**src/design/assert_macros.svh**
```systemverilog
// ------------------------------------------------------------------------
// Assertion macros
// Shared concurrent assertion helpers, empty in synthesis.
// ------------------------------------------------------------------------
`ifndef ASSERT_MACROS_SVH
`define ASSERT_MACROS_SVH
`ifndef SYNTHESIS
`define CAI_ASSERT(lbl, prop) \
  lbl: assert property (@(posedge clk_i) disable iff (!rst_ni) prop) \
    else $error("checked_int64_alu assertion failed");
`define CAI_ASSERT_IMP(lbl, pre, post) \
  lbl: assert property (@(posedge clk_i) disable iff (!rst_ni) (pre) |-> (post)) \
    else $error("checked_int64_alu implication failed");
`else
`define CAI_ASSERT(lbl, prop)
`define CAI_ASSERT_IMP(lbl, pre, post)
`endif
`endif

```
**src/design/cai_pkg.sv**
```systemverilog
// ------------------------------------------------------------------------
// cai_pkg
// Types, codes and constants of the checked 64-bit integer ALU.
// ------------------------------------------------------------------------
package cai_pkg;

  localparam int unsigned NumCells = 64;
  localparam logic [63:0] SignBit  = 64'h8000_0000_0000_0000;

  typedef enum logic [3:0] {
    OP_ADD = 4'd0, OP_SUB = 4'd1, OP_MUL = 4'd2, OP_DIV = 4'd3,
    OP_MOD = 4'd4, OP_EQ = 4'd5, OP_NE = 4'd6, OP_LT = 4'd7,
    OP_GT = 4'd8, OP_LE = 4'd9, OP_GE = 4'd10, OP_AND = 4'd11,
    OP_OR = 4'd12, OP_NEG = 4'd13, OP_NOT = 4'd14, OP_UNSUPPORTED = 4'd15
  } op_e;

  typedef enum logic [1:0] {
    ST_KNOWN   = 2'd0,
    ST_UNKNOWN = 2'd1,
    ST_ERROR   = 2'd2,
    ST_RSVD    = 2'd3
  } status_e;

  localparam logic [3:0] ERR_NONE     = 4'd0;
  localparam logic [3:0] ERR_ADD_OVF  = 4'd1;
  localparam logic [3:0] ERR_SUB_OVF  = 4'd2;
  localparam logic [3:0] ERR_MUL_OVF  = 4'd3;
  localparam logic [3:0] ERR_DIV_ZERO = 4'd4;
  localparam logic [3:0] ERR_DIV_OVF  = 4'd5;
  localparam logic [3:0] ERR_MOD_ZERO = 4'd6;
  localparam logic [3:0] ERR_MOD_OVF  = 4'd7;
  localparam logic [3:0] ERR_NEG_OVF  = 4'd8;

  // One beat as it travels down the cell chain.
  typedef struct packed {
    logic        chain_op;  // result comes from the cell chain
    logic        is_mul;
    logic        is_mod;
    logic        neg;       // sign of product or quotient
    logic        rem_neg;   // sign of the remainder
    logic [1:0]  status;
    logic [63:0] value;
    logic [3:0]  err;
    logic [63:0] acc;
    logic [63:0] sh;
    logic [63:0] opnd;
    logic        ovf;
  } lane_t;

endpackage

```
**src/design/cai_back.sv**
```systemverilog
// ------------------------------------------------------------------------
// cai_back
// Applies signs and the product range check, and holds the output beat.
// ------------------------------------------------------------------------
module cai_back import cai_pkg::*; (
  input  logic        clk_i,
  input  logic        rst_ni,
  input  logic        en_i,
  input  logic        valid_i,
  input  lane_t       lane_i,
  output logic        valid_o,
  output logic [1:0]  status_o,
  output logic [63:0] value_o,
  output logic [3:0]  err_o
);

  logic        valid_q;
  logic [1:0]  status_d, status_q;
  logic [63:0] value_d, value_q, mag, limit;
  logic [3:0]  err_d, err_q;
  logic        sgn;

  assign limit = lane_i.neg ? SignBit : (SignBit - 64'd1);

  always_comb begin
    status_d = lane_i.status;
    value_d  = lane_i.value;
    err_d    = lane_i.err;
    mag      = lane_i.is_mod ? lane_i.acc : (lane_i.is_mul ? lane_i.acc : lane_i.sh);
    sgn      = lane_i.is_mod ? lane_i.rem_neg : lane_i.neg;
    if (lane_i.chain_op) begin
      if (lane_i.is_mul && (lane_i.ovf || lane_i.acc > limit)) begin
        status_d = ST_ERROR;
        value_d  = '0;
        err_d    = ERR_MUL_OVF;
      end else begin
        value_d  = sgn ? (64'd0 - mag) : mag;
      end
    end
  end

  always_ff @(posedge clk_i or negedge rst_ni) begin
    if (!rst_ni) begin
      valid_q <= 1'b0;
    end else if (en_i) begin
      valid_q <= valid_i;
    end
  end

  always_ff @(posedge clk_i) begin
    if (en_i) begin
      status_q <= status_d;
      value_q  <= value_d;
      err_q    <= err_d;
    end
  end

  assign valid_o  = valid_q;
  assign status_o = status_q;
  assign value_o  = value_q;
  assign err_o    = err_q;

endmodule

```
**config.mk**
```make
export PLATFORM = sky130hd
export DESIGN_NAME = cai_back
export DESIGN_NICKNAME = d
export VERILOG_FILES = /design/src/design/assert_macros.svh /design/src/design/cai_pkg.sv /design/src/design/cai_back.sv
export SDC_FILE = /design/constraint.sdc
export NUM_CORES = 1
export LEC_CHECK = 0
export BUFFER_PORTS_ARGS = -buffer_cell sky130_fd_sc_hd__buf_2
export CAP_MARGIN = 25
export CORE_AREA = 5 5 133 135
export DETAILED_ROUTE_END_ITERATION = 6
export DIE_AREA = 0 0 138 140
export PLACE_DENSITY = 0.81
export SETUP_SLACK_MARGIN = 0.15
export SLEW_MARGIN = 30
export SYNTH_ARGS = -nofsm -noshare
export SYNTH_HDL_FRONTEND = slang
export SYNTH_SLANG_ARGS = --single-unit
```
**constraint.sdc**
```tcl
create_clock -name clk_i -period 0.8 [get_ports clk_i]
set_input_delay 0 -clock clk_i [delete_from_list [all_inputs] [get_ports clk_i]]
set_output_delay 0 -clock clk_i [all_outputs]
set_load 0.01 [all_outputs]
```
### Word-level counts from Yosys, hierarchy flattened

Index checks and enable logic that the tools add are counted.

* register bits: 71
* bits in latches: 0
* memory bits (writable): 0
* memory bits (read-only): 0
* memories kept: 0

* $add $sub $neg: 1
* multiply operators: 0
* divide/modulo/power cells: 0
* $lt $le $gt $ge: 1
* equal/unequal tests: 0
* shift operators: 0
* multiplexer cells: 11
* bitwise gates (word level): 0
* reductions and logical operators: 2

Operator list (number)
* 64-bit two-way mux: 6
* 64-bit greater-than comparator: 1
* 1-bit by 64-bit subtractor with 64-bit output, first input constant: 1
* 4-bit two-way mux: 2
* 2-bit two-way mux: 2
* 1-bit logical AND: 1
* 1-bit logical OR: 1
* 1-bit two-way mux: 1

### Logic depth before layout (Yosys ltp)

* depth after elaboration: 6
* mapped depth: 17
* depth with buffers taken out: 9

### Worst setup path after synthesis

OpenSTA, ideal clock, no wires.

* kind: input to register
* from: input port lane_i[265] (netlist bit)
* to: register value_q[58] (netlist: value_o[58]), data pin
* library setup time: 0.289 ns
* arrival: 2.785 ns
* data required time: 0.511 ns
* path slack: -2.273 ns
* stages: 17
* buffers on the path: 9
* cell sequence: buf_4 -> or2_1 -> buf_6 -> buf_6 -> buf_6 -> buf_2 -> buf_2 -> buf_2 -> mux2i_1 -> ha_1 -> and4_1 -> buf_2 -> nand4_1 -> buf_4 -> nor3_1 -> o211a_1 -> nor4_1

* cells in the longest elaborated chain, start to end: 5
* elaborated cells between the ends (all ways): 6
* classes of those cells: add/sub: 1; mux: 5

RTL lines
* start, declared: RTL line cai_back.sv:10 `input lane_t lane_i,`
* 64-bit two-way mux: RTL line cai_back.sv:29 `mag = lane_i.is_mod ? lane_i.acc : (lane_i.is_mul ? lane_i.acc : lane_i.sh);`
* 1-bit by 64-bit subtractor with 64-bit output: RTL line cai_back.sv:37 `value_d = sgn ? (64'd0 - mag) : mag;`
* 64-bit two-way mux *: RTL line cai_back.sv:37
* 64-bit two-way mux *: RTL line cai_back.sv:32 `if (lane_i.is_mul && (lane_i.ovf || lane_i.acc > limit)) begin`
* 64-bit two-way mux *: RTL line cai_back.sv:31 `if (lane_i.chain_op) begin`
* named net value_d[58]: RTL line cai_back.sv:19 `logic [63:0] value_d, value_q, mag, limit;`
* end signal, assigned: RTL line cai_back.sv:53 `value_q <= value_d;`
* end, declared: RTL line cai_back.sv:19

Mark *: on every way through the listed nets, which the timed path passes. The rest lies on a longest branch.
A chain may end at the register's enable or synchronous reset.

### Final worst setup path

* from: input port lane_i[264] (netlist bit)
* to: register value_q[49] (netlist: value_o[49]), data pin

* cells in the longest elaborated chain, start to end: 6
* elaborated cells between the ends (all ways): 8
* classes of those cells: order compare: 1; mux: 5; reduce/logical: 2

RTL lines
* 64-bit two-way mux: RTL line cai_back.sv:23 `assign limit = lane_i.neg ? SignBit : (SignBit - 64'd1);`
* 64-bit greater-than comparator: RTL line cai_back.sv:32
* 1-bit logical OR: RTL line cai_back.sv:32
* 1-bit logical AND: RTL line cai_back.sv:32
* 64-bit two-way mux *: RTL line cai_back.sv:32
* 64-bit two-way mux *: RTL line cai_back.sv:31
* named net value_d[49]: RTL line cai_back.sv:19

Marks and branches as above.

==> key figures <==
Yosys
  • Synth Flop Type: edfxtp_1
  • Synth cell types: 71
  • Register area share after synthesis: ~27%
  • Post-synth EDFFs: 70
  • Synth warnings: 0
  • Synth Register Bits: 71
  • Syn Std Cell Area: 0.007792 mm^2
  • Asr flop ratio synth: 1.408%
  • Cells after synthesis: about 890
  • Syn nets: 1223
  • Per-instance average area after synthesis: 8.795 um^2

Worst hold path
  • Worst hold path endpoint: valid_o$_DFFE_PN0P_
  • Worst hold path stage count: 2
  • Worst hold-check path type: in -> reg
  • Hold path start: valid_i

GRT
  • Vias in the first global route: between 9000 and 10000
  • Tot GR Track Use: 34.64%
  • GR Overflow Total: 0
  • Pin count of the biggest net entering global routing: 37
  • Initial antenna violation count: 2
  • First-pass GRT wire length: 53770 um

Drt
  • DRT iter0 DRCs: 1356
  • DRC Markers: 0
  • Post-route ant nets: 0
  • Vias post-DR: 10440
  • Routed WL: between 30000 and 40000 um
  • Avg WL per Cell: 23.99 um
  • Drt first pass iters: 6
  • Via/cell ratio: around 6.3

Critical path
  • Reg-to-reg slack, setup: ~0.060 ns
  • Crit path kind: in -> reg
  • Worst reg2reg path depth: 1
  • RR Endpoint: valid_o$_DFFE_PN0P_
  • Worst r2r src: valid_o$_DFFE_PN0P_
  • Worst EP required: around 0.89 ns
  • CP max FO: 7
  • WP data arrival: between 2 and 3 ns
  • CP max-delay cell: nor4_4
  • Critical Path End Type: flop
  • WP buf/inv: 4
  • CP startpoint kind: input pin
  • Critical-path cell list: buf_12, buf_12, buf_6, ha_4, nand4_1, nor4_4, nand4_1, a21oi_2, a2111oi_4, buf_6, or3b_4, a32o_2
  • Worst path max stage delay: 0.47 ns
  • CP top delay family: simple AND/OR/NAND/NOR gates

STA
  • Min Hold Slack: -0.08568 ns
  • Final Hold Fails: 32
  • Ratio of final minimum period to clock period: 328.8%
  • Period minus WS final: 2.630 ns
  • Max-slew headroom: 56.08%
  • Setup-violating endpoint count in the final report: approximately 140
  • Total negative slack: -123.99 ns
  • Slew Limit Fails: 0
  • Layout Skew: 0 ns
  • Slew @ Worst Pin: 0.6542 ns
  • Peak Freq: approximately 380 MHz
  • RSZ-0062 raised after global routing: true
  • Post-route setup slack: -1.830 ns

Pwr
  • Sw Pwr: roughly 5.8 mW
  • Power per cell area: roughly 1200 mW/mm^2
  • VDD IR max: between 1.5 and 2 mV
  • Cell internal pwr: around 11 mW
  • Clock power frac: about 26%
  • Sw Ratio: 34.82%
  • Tot Pwr: about 17 mW
  • Flop pwr share: roughly 28%
  • Leak Pwr: roughly 5.9 nW
  • Combinational power share: 45.7%

Final layout
  • Multi-input logic area: roughly 0.0065 mm^2
  • Most common cell after layout, fill and taps aside: buf_2
  • Reg area: 0.002127 mm^2
  • Most used cells in the layout excluding fill and tap cells: buf_2 (276), buf_4 (260), nand2_1 (88), nor2_1 (78), edfxtp_1 (70)
  • Synth-to-Final Area Change: 72.09%
  • Share of layout cells above drive strength 1: between 50% and 60%
  • Nets@finish: between 1500 and 2000
  • Filler cells: 966

Clocking
  • Hold_buf cts: 2
  • H-tree Lvls: 3
  • Num CTS Buffers: 9
  • Clk slew on worst S/H paths: ~0.06 ns
  • CTS Sinks: a little over 70
  • CTS tree: built
  • Max clock buf depth: 2
  • Worst skew pair latency: 0.33 ns
  • Clock Root Buffer: clkbuf_16

Placement
  • Dpl hpwl: 26980 um
  • GPL Wtd Cong: between 0.9 and 1
  • I/O Buffers: between 200 and 300

Floorplanning
  • Die width: around 140 um
  • FP Rows: 47
  • Top Ports: ~340
  • Die area: between 0.015 and 0.02 mm^2
  • Initial core utilization: roughly 48%
  • Core box area: about 0.016 mm^2
  • Die height: ~140 um

Run
  • Max Cap Viol: 0

Run status
  • Status: complete, but fails checks
  • Failing checks: hold timing, setup timing
## cell usage after synthesis (3+ instances only)
| library cell | count | area [um^2] |
|---|---|---|
| nor2_1 | 81 | 304.0 |
| a31oi_1 | 12 | 75.07 |
| o21ai_1 | 3 | 15.01 |
| nand4_1 | 17 | 106.4 |
| o31a_1 | 3 | 26.28 |
| a21oi_1 | 77 | 385.4 |
| xnor2_1 | 44 | 385.4 |
| buf_2 | 10 | 50.05 |
| inv_1 | 6 | 22.52 |
| nor2b_1 | 9 | 56.30 |
| o31ai_2 | 13 | 162.7 |
| clkbuf_1 | 32 | 120.1 |
| nor3_1 | 24 | 120.1 |
| and4_1 | 3 | 26.28 |
| o21ai_0 | 26 | 130.1 |
| and3_1 | 3 | 18.77 |
| mux2i_1 | 60 | 600.6 |
| a21o_1 | 6 | 45.04 |
| or4_1 | 5 | 37.54 |
| xor2_1 | 5 | 43.79 |
| a221oi_1 | 3 | 26.28 |
| ha_1 | 65 | 813.3 |
| a22o_1 | 4 | 35.03 |
| o31ai_4 | 3 | 63.81 |
| mux2_2 | 8 | 90.09 |
| nor4_1 | 53 | 331.6 |
| nand2_1 | 89 | 334.1 |
| a211oi_1 | 10 | 75.07 |
| or3_1 | 9 | 56.30 |
| or2_2 | 8 | 50.05 |
| nand3_1 | 21 | 105.1 |
| edfxtp_1 | 70 | 2102 |
| buf_6 | 9 | 101.4 |
| o31ai_1 | 36 | 270.3 |
| o2bb2ai_1 | 13 | 113.9 |
## state kept, by name, summed over array words and instances (netlist names)
signal	count
valid_o	1
status_o	2
value_o	64
err_o	4
## metrics by stage
step / cell area (um^2) / hold WS, ns / worst slack (ns) / util [%] / std cells
after floorplan: 8287 / -0.2956 / -2.010 / - / 886
after global placement: 11890 / -0.2255 / -2.016 / 72.72 / 1608
after detailed placement: 11890 / -0.2228 / -2.169 / 72.72 / 1608
after CTS: 12800 / -0.1020 / -1.639 / 78.33 / 1637
after global routing: 13410 / -0.08320 / -1.822 / 82.03 / 1649
final: 13410 / -0.08568 / -1.830 / 82.03 / 1649
## power groups by stage
stage	logic, mW	clock network (mW)	registers, mW
final	7.59	4.30	4.71
after global routing	7.89	4.46	4.74
after CTS	6.58	4.21	4.68
after detailed placement	6.08	0	4.76
after global placement	5.94	0	4.75
after floorplan	2.69	0	4.99
## layer usage
layer | vias to the layer above | wire (um) | GRT usage [%]
met1 | 4931 | 14720 | 45.76
met2 | 833 | 18520 | 59.35
met3 | 167 | 4162 | 5.419
met5 | - | 0 | 0
li1 | 4512 | - | -
met4 | 0 | 2157 | 9.204
## logic make-up (layout without fill, tap and decap cells)
logic type | Yosys count | count (layout) | share of synthesized area (%)
buffers and inverters | 61 | 601 | 4.062
DFF | 71 | 71 | 27.30
other | 0 | 3 | 0
muxes | 70 | 70 | 9.249
adders and majority gates | 65 | 65 | 10.44
AOI/OAI and AO/OA | 228 | 228 | 20.79
and+or+nand+nor | 342 | 342 | 22.66
xor gates and xnor gates | 49 | 49 | 5.507
## layout make-up
class,instances,area share [%]
diodes,3,0.05598
flip-flops and latches,71,15.86
clock buffers,9,1.679
multi-input cells,754,48.41
repair buffers,578,31.10
inverters,7,0.1959
well taps,220,2.053
clock inverters,7,0.6438
## how the worst max path moves through the flow
stage | slack [ns] | start | endpoint | cells past startpoint
2_1_floorplan | -2.01 | lane_i[266] | value_o[26]$_DFFE_PP_ | 17
3_3_place_gp | -2.02 | lane_i[264] | value_o[58]$_DFFE_PP_ | 11
3_5_place_dp | -2.17 | lane_i[264] | value_o[58]$_DFFE_PP_ | 11
4_1_cts | -1.64 | lane_i[264] | value_o[26]$_DFFE_PP_ | 11
5_1_grt | -1.82 | lane_i[264] | value_o[49]$_DFFE_PP_ | 12
6_report | -1.83 | lane_i[264] | value_o[49]$_DFFE_PP_ | 12
## repair_timing
action,CTS,global route
pin swaps,20,16
endpoints found under the setup margin,142,143
cloned,6,6
resized for setup,67,74
setup buffers,5,4
endpoints found under the hold margin,51,31
(Power assumes the default switching activity.)
